--- src/hdl/bir_pkg.sv ---
// shared types and constants for the bilinear remap core
// no dependencies
`timescale 1ns / 1ps
package bir_pkg;
   localparam int MaxWidthDef  = 512;
   localparam int MaxHeightDef = 512;
   localparam int FracBits     = 11;
   localparam int CoordW       = 22;
   localparam int DimW         = 10;
   localparam int AddrW        = 18;
   localparam int WeightShift  = 2 * FracBits;
   localparam int NumLanes     = 3;

   localparam logic [1:0] CSR_WIDTH  = 2'd0;
   localparam logic [1:0] CSR_HEIGHT = 2'd1;
   localparam logic [1:0] CSR_INTERP = 2'd2;
   localparam logic [1:0] CSR_COLOR  = 2'd3;

   localparam logic OP_WRITE = 1'b0;
   localparam logic OP_MAP   = 1'b1;

   typedef enum logic [2:0] {
      ST_IDLE, ST_FETCH, ST_WAIT, ST_CALC, ST_MERGE, ST_OUT
   } state_type;

   // weights and interpolation mode handed to each lane
   typedef struct packed {
      logic [FracBits:0] gx;
      logic [FracBits:0] gy;
      logic [FracBits:0] fx;
      logic [FracBits:0] fy;
      logic              interp;
   } weight_type;
endpackage

--- src/hdl/bir_lane.sv ---
// one color channel of the bilinear blend or nearest tap, pipelined multiplies
// depends on bir_pkg
`timescale 1ns / 1ps
module bir_lane (
   input  logic                clock,
   input  logic                start,
   input  bir_pkg::weight_type wt,
   input  logic [7:0]          p00,
   input  logic [7:0]          p10,
   input  logic [7:0]          p01,
   input  logic [7:0]          p11,
   output logic [7:0]          result
);
   import bir_pkg::*;
   localparam int ProdW = 2 * FracBits + 2 + 8;

   logic [ProdW-1:0] t00_ff, t10_ff, t01_ff, t11_ff;
   logic [ProdW-1:0] t00_in, t10_in, t01_in, t11_in;
   logic [7:0]       near_ff;
   logic             interp_ff;
   logic [ProdW+1:0] sum;

   // first multiply: pixel by x weight, then by y weight next stage
   logic [FracBits+8:0] a00_ff, a10_ff, a01_ff, a11_ff;
   logic [FracBits:0]   gy_ff, fy_ff;
   logic                s1_ff;

   always_ff @(posedge clock) begin
      if (start) begin
         a00_ff <= (FracBits+9)'(p00) * (FracBits+9)'(wt.gx);
         a10_ff <= (FracBits+9)'(p10) * (FracBits+9)'(wt.fx);
         a01_ff <= (FracBits+9)'(p01) * (FracBits+9)'(wt.gx);
         a11_ff <= (FracBits+9)'(p11) * (FracBits+9)'(wt.fx);
         gy_ff  <= wt.gy;
         fy_ff  <= wt.fy;
         near_ff <= p00;
         interp_ff <= wt.interp;
      end
      s1_ff <= start;
      if (s1_ff) begin
         t00_ff <= t00_in;
         t10_ff <= t10_in;
         t01_ff <= t01_in;
         t11_ff <= t11_in;
      end
   end

   always_comb begin
      t00_in = ProdW'(a00_ff) * ProdW'(gy_ff);
      t10_in = ProdW'(a10_ff) * ProdW'(gy_ff);
      t01_in = ProdW'(a01_ff) * ProdW'(fy_ff);
      t11_in = ProdW'(a11_ff) * ProdW'(fy_ff);
      sum = (ProdW+2)'(t00_ff) + (ProdW+2)'(t10_ff) + (ProdW+2)'(t01_ff)
          + (ProdW+2)'(t11_ff) + ((ProdW+2)'(1) << (WeightShift - 1));
   end

   assign result = interp_ff ? sum[WeightShift +: 8] : near_ff;
endmodule

--- config.mk ---
export PLATFORM = sky130hd
export DESIGN_NAME = bir_lane
export DESIGN_NICKNAME = d
export VERILOG_FILES = /design/src/hdl/bir_pkg.sv /design/src/hdl/bir_lane.sv
export SDC_FILE = /design/constraint.sdc
export NUM_CORES = 2
export LEC_CHECK = 0
export BUFFER_PORTS_ARGS = -buffer_cell sky130_fd_sc_hd__buf_2
export CORE_MARGIN = 2
export CORE_UTILIZATION = 60
export CTS_CLUSTER_SIZE = 30
export DETAILED_ROUTE_END_ITERATION = 8
export GPL_TIMING_DRIVEN = 0
export PLACE_DENSITY = 0.8
export SLEW_MARGIN = 20
export SYNTH_ARGS = -nofsm -noshare
export SYNTH_HDL_FRONTEND = slang
export SYNTH_SLANG_ARGS = --single-unit
--- constraint.sdc ---
create_clock -name clock -period 5.62 [get_ports clock]
set_input_delay 0 -clock clock [delete_from_list [all_inputs] [get_ports clock]]
set_output_delay 0 -clock clock [all_outputs]
set_load 0.005 [all_outputs]
======== Yosys cells after proc, flatten, opt, wreduce, memory -nomap -nowiden ========
Index checks and enable logic that the tools add are counted.
word-level totals
  register bits after elaboration ......... 234
  output and inout bits ................... 8
  logic and storage cells ................. 26
cells by class
  mux-type cells .......................... 1
  add/subtract/negate cells ............... 4
  multipliers ............................. 8
operators by type and width
  cell                                             count
  multiplier 20 x 12 -> 30 bit                     4
  adder 30 bit                                     3
  multiplier 8 x 12 -> 20 bit                      4
  adder 30 x 22 -> 30 bit (second input constant)  1
  2-to-1 mux 8 bit                                 1

======== Logic depth before layout (Yosys ltp) ========
  depth in word-level cells ............... 5
  gate-level depth with buffers ........... 23
  mapped depth without buffers ............ 21

======== Least setup slack after synthesis ========
OpenSTA, ideal clock, no wires.
  path kind ............................... flip-flop to flip-flop
  start ................................... register gy_ff[10]
  end ..................................... register t10_ff[28] (data pin)
  path buffers ............................ 3
  arrival ................................. 5.384 ns
  path slack .............................. -0.024 ns
  cell stages (with the launch flop) ...... 23
  cells stage by stage .................... edfxtp_1 > buf_1 > clkbuf_1 > nand2_1 > fa_1 > fa_1 > inv_1 > fa_1 > fa_1 > inv_1 > fa_1 > inv_1 > ha_1 > buf_2 > a21oi_2 > nand2_1 > nor2_2 > o311ai_4 > o311a_1 > a221oi_2 > o2111a_1 > o21bai_2 > xor2_1
on the way
  longest elaborated chain between the ends .. 1
RTL lines
  item                          line            text
  start, declared               bir_lane.sv:25  logic [FracBits:0] gy_ff, fy_ff;
  start signal, assigned        bir_lane.sv:34  gy_ff <= wt.gy;
  multiplier 20 x 12 -> 30 bit  bir_lane.sv:50  t10_in = ProdW'(a10_ff) * ProdW'(gy_ff);
  via t10_in[28]                bir_lane.sv:18  logic [ProdW-1:0] t00_in, t10_in, t01_in, t11_in;
  end signal, assigned          bir_lane.sv:42  t10_ff <= t10_in;
  end, declared                 bir_lane.sv:17  logic [ProdW-1:0] t00_ff, t10_ff, t01_ff, t11_ff;
The timed path passes the listed nets, and every way through them passes these cells.
A chain may end at the register's enable or synchronous reset.

======== Final worst setup path ========
  start ................................... register a10_ff[4]
  end ..................................... register t10_ff[28] (data pin)
on the way
  longest elaborated chain between the ends .. 1
RTL lines
  item                          line            text
  start, declared               bir_lane.sv:24  logic [FracBits+8:0] a00_ff, a10_ff, a01_ff, a11_ff;
  start signal, assigned        bir_lane.sv:31  a10_ff <= (FracBits+9)'(p10) * (FracBits+9)'(wt.fx);
  multiplier 20 x 12 -> 30 bit  bir_lane.sv:50
  via t10_in[28]                bir_lane.sv:18
The timed path passes the listed nets, and every way through them passes these cells.

==> results.md <==
- The run finished, with violations left.
- The checks that failed: negative setup slack.
- The clock passes through at most 3 buffers.
- Cells with a size suffix above 1 make up 11.0% of the layout.
- From bottom edge to top edge, the die measures 293 µm.
- The end point of the critical path is t10_ff[28].
- The clock tree from TritonCTS is built.
- The sum of negative setup slack is -2730 ps.
- Summed over all nets, the half-perimeter wirelength after detailed placement is 101,000 µm.
- The hold violation count in the final report is 0.
- The type of destination of the critical path is a register.
- The number of maximum-capacitance violations is 0.
- The setup skew after layout is 32.1 ps.
- The proportion of synthesized area in mux cells is 0.135%.
- The standard cell with the maximum stage delay on the critical path is sky130_fd_sc_hd__fa_1.
- During synthesis, Yosys emitted a total of 0 warnings.
- The initial antenna violation count is 4.
- Once routing completed, OpenROAD measured the worst setup slack at -460 ps.
- The area share of and/or/nand/nor cells after synthesis is 15.3%.
- For this run, the top clock speed supported by timing is 164 MHz.
- The number of design rule violations left after detail routing is 0.
- By area, the combinational part of the netlist is dominated by adder cells.
- Data on the critical path is required at its endpoint by 6070 ps.
- The cell family with the largest share of critical-path delay is adder cells.
- The number of clock sinks is 234.
- The net count after synthesis is 6,839.
- The clock latency on the worst-skew pair is 640 ps.
- The net count of the finished layout is 7,114.
- In this run the remaining antenna-violating nets after routing total 0.
- The starting density of the core is 60.3%.
- The overall routing resource usage is 31.0%.
- Setup repair after global routing could not meet its margin everywhere.
- The die width is 293 µm.
- STA classifies the critical path startpoint as a register.
- The first routing iteration left 3,312 violations.
- The number of buffers and inverters on the critical path is 4.
- The routability congestion estimate from global placement is 0.950.
- Counting the buffers created by CTS gives 29.
- Counting flops with an async set or reset pin after synthesis yields a share of 0%.
- The max-slew violation count is 0.
- The wire length of the first global-routing pass is 207,000 µm.
- The number of optimization iterations in the first detailed-route pass is 9.
- The floorplan step defined a die boundary enclosing 0.0859 mm².
- Subtracting the final worst setup slack from the clock period gives 6080 ps.
- Entering global routing, the biggest net connects 87 pins.
- Along the worst path, the maximum fanout reaches 4.
- Setup violations remaining at the end of the flow were counted as 18.
- The root buffer cell chosen for the clock tree is sky130_fd_sc_hd__clkbuf_16.
- The share of the clock period used by the worst path after layout is 108%.
- In this run the mean area of a mapped cell was 9.48 µm².
- The number of vias per cell after detailed routing is 5.69.
- By startpoint and endpoint, the worst setup path is classified as reg -> reg.
- The most frequent cell on the critical path is sky130_fd_sc_hd__fa_1.
- The flop and latch count out of synthesis is 234.
- The routed via count is 37,900.
- The final layout contains routed wiring with a total length of 132,000 µm.
- The synthesized netlist devotes 5.06% of its cell area to compound gates.
- The beginning of the worst register-to-register path is a10_ff[4].
- The synthesized area is 0.0501 mm².
- The synthesis-to-layout area growth is 12.0%.
- The stage delay of the slowest cell on the critical path is 550 ps.
- The share of synthesized cell area in full adder, half adder and majority cells is 51.9%.
- Clock-pin slew was measured on the worst setup and hold paths at 60 ps.
- The type of the most critical hold path is in -> reg.
- The setup slack of the worst register-to-register path is -460 ps.
- The top cell types in the final layout, fill and taps aside, are sky130_fd_sc_hd__inv_1, sky130_fd_sc_hd__fa_1, sky130_fd_sc_hd__nand2_1.
- Counting flops with a built-in enable in the synthesized netlist gives 233.
- In this run the standard cell core region covers 0.0832 mm².
- The slew of the pin with the lowest slew margin is 975 ps.
- Walking the worst path, the cells encountered are buf_6, nand2_1, fa_1, fa_1, inv_1, fa_1, fa_1, inv_2, fa_1, inv_2, ha_4, nand2_2, or3_4, o311ai_4, o311a_1, a221oi_4, o2111a_1, o21bai_2, xor2_2.
- Data on the critical path arrives at its endpoint at 6530 ps.
- Fill cells in the final layout number 5,836.
- The path length in cells of the critical path is 19.
- CTS built an H-tree with a depth of 1.
- The worst max-slew margin expressed relative to the limit is 35.0%.
- The prevailing post-synth register cell is sky130_fd_sc_hd__edfxtp_1.
- Yosys mapped the design onto 77 distinct sky130hd cell types.
- The number of global-route vias before repair is 39,800.
- The initialized floorplan defines 106 standard-cell rows.
- Measured in cells, the most critical reg-to-reg path has a length of 19.
- The most common cell after layout, fill and taps aside is sky130_fd_sc_hd__inv_1.
- Pin placement for this block handled 91 I/O pins.
- The xor and xnor fraction of the mapped netlist area is 3.25%.
- Tracing the worst setup path back leads to its startpoint at a10_ff[4].
- The count of buffers added on input and output ports is 90.
- The sequential cell area fraction in the yosys report is 14.0%.
- The capture instance of the worst register-to-register path is t10_ff[28].
- The total congestion overflow is 0.
- The average detailed-routed wire length per instance is 19.8 µm.
- The post-synthesis instance total is 5,286.
## cell type report
class / count / area [µm²] / area share, %
antenna: 2 / 5.00 / 0.00892
buffer: 224 / 1560 / 2.79
clock buffer: 34 / 744 / 1.33
clock inverter: 20 / 206 / 0.368
inverter: 1158 / 4350 / 7.74
multi-input combinational: 3658 / 38900 / 69.4
sequential: 234 / 7020 / 12.5
tap: 1080 / 1350 / 2.41
timing repair buffer: 256 / 1940 / 3.46
## worst register-to-register path, stage by stage, from the launching register on
cell	delay, ps
sky130_fd_sc_hd__edfxtp_1	510
sky130_fd_sc_hd__buf_6	170
sky130_fd_sc_hd__nand2_1	190
sky130_fd_sc_hd__fa_1	470
sky130_fd_sc_hd__fa_1	550
sky130_fd_sc_hd__inv_1	90
sky130_fd_sc_hd__fa_1	510
sky130_fd_sc_hd__fa_1	540
sky130_fd_sc_hd__inv_2	50
sky130_fd_sc_hd__fa_1	550
sky130_fd_sc_hd__inv_2	70
sky130_fd_sc_hd__ha_4	300
sky130_fd_sc_hd__nand2_2	70
sky130_fd_sc_hd__or3_4	410
sky130_fd_sc_hd__o311ai_4	300
sky130_fd_sc_hd__o311a_1	300
sky130_fd_sc_hd__a221oi_4	120
sky130_fd_sc_hd__o2111a_1	290
sky130_fd_sc_hd__o21bai_2	170
sky130_fd_sc_hd__xor2_2	250
## flip-flops by register name, indices dropped and copies added, names as in the netlist
signal	count
t00_ff	30
t01_ff	30
t10_ff	30
t11_ff	30
a00_ff	20
a01_ff	20
a10_ff	20
a11_ff	20
fy_ff	12
gy_ff	12
near_ff	8
interp_ff	1
s1_ff	1
## per-stage QoR
stage | util (%) | area (µm²) | worst slack [ps] | instances | hold WS [ps]
2_1_floorplan | - | 50100 | 44.3 | 5286 | 27.7
4_1_cts | 66.2 | 55100 | -220 | 6616 | 26.5
3_5_place_dp | 62.6 | 52000 | -1360 | 6459 | 178
6_report | 67.5 | 56100 | -460 | 6666 | 52.8
3_3_place_gp | 62.5 | 51900 | -1250 | 6456 | 177
5_1_grt | 67.5 | 56100 | -554 | 6664 | 69.0
## repair_timing
action,CTS,global route
endpoints found under the hold margin,72,0
buffers inserted,66,53
hold buffers,44,0
pin swaps,56,76
cloned,0,1
endpoints found under the setup margin,64,42
gates resized for setup,357,256
## synthesized netlist by cell type (9+ instances only)
| master | count | share of area [%] |
|---|---|---|
| sky130_fd_sc_hd__inv_1 | 1158 | 8.7 |
| sky130_fd_sc_hd__fa_1 | 1013 | 40 |
| sky130_fd_sc_hd__nand2_1 | 897 | 6.7 |
| sky130_fd_sc_hd__and2_1 | 508 | 6.3 |
| sky130_fd_sc_hd__ha_1 | 457 | 11 |
| sky130_fd_sc_hd__clkbuf_1 | 234 | 1.8 |
| sky130_fd_sc_hd__edfxtp_1 | 233 | 14 |
| sky130_fd_sc_hd__xnor2_1 | 142 | 2.5 |
| sky130_fd_sc_hd__a21oi_1 | 130 | 1.3 |
| sky130_fd_sc_hd__nor2_1 | 64 | 0.48 |
| sky130_fd_sc_hd__a21o_1 | 59 | 0.88 |
| sky130_fd_sc_hd__o21ai_0 | 55 | 0.55 |
| sky130_fd_sc_hd__xor2_1 | 44 | 0.77 |
| sky130_fd_sc_hd__o21a_1 | 32 | 0.48 |
| sky130_fd_sc_hd__nand3_1 | 25 | 0.25 |
| sky130_fd_sc_hd__nand2b_1 | 24 | 0.30 |
| sky130_fd_sc_hd__nor2b_1 | 22 | 0.27 |
| sky130_fd_sc_hd__nor3_1 | 18 | 0.18 |
| sky130_fd_sc_hd__o21bai_1 | 14 | 0.21 |
| sky130_fd_sc_hd__and3_1 | 13 | 0.16 |
| sky130_fd_sc_hd__a211oi_1 | 10 | 0.15 |
| sky130_fd_sc_hd__o211ai_1 | 10 | 0.15 |
| sky130_fd_sc_hd__a31oi_1 | 9 | 0.11 |
## metal layers
layer  track usage [%]  vias to the layer above  part of all wire (%)
met5                 0                        -                 0.020
met4              18.3                        4                   7.6
met3              6.07                      578                    10
met2              50.7                     1962                    47
met1              38.5                    19000                    35
li1                  -                    16400                     -
## worst min-delay path by stage
stage / startpoint / to / slack, ps / depth (start not counted)
floorplan: start / s1_ff / 30 / 0
global placement: wt[6] / fy_ff[5] / 180 / 1
detailed placement: wt[25] / gy_ff[0] / 180 / 1
CTS: p11[2] / a11_ff[2] / 30 / 4
global route: p11[2] / a11_ff[2] / 70 / 4
finish: p11[2] / a11_ff[2] / 50 / 4
## logic make-up (layout without fill, tap and decap cells)
group | after synthesis | in the layout
AOI/OAI and AO/OA | 386 | 386
xor gates and xnor gates | 186 | 186
adders and majority gates | 1470 | 1470
buffers and inverters | 1394 | 1692
DFF | 234 | 234
muxes | 6 | 6
other | 0 | 2
and+or+nand+nor | 1610 | 1610
Power is not shown: default switching activity piles up to over one toggle a cycle in this logic, so the estimate is an artifact.
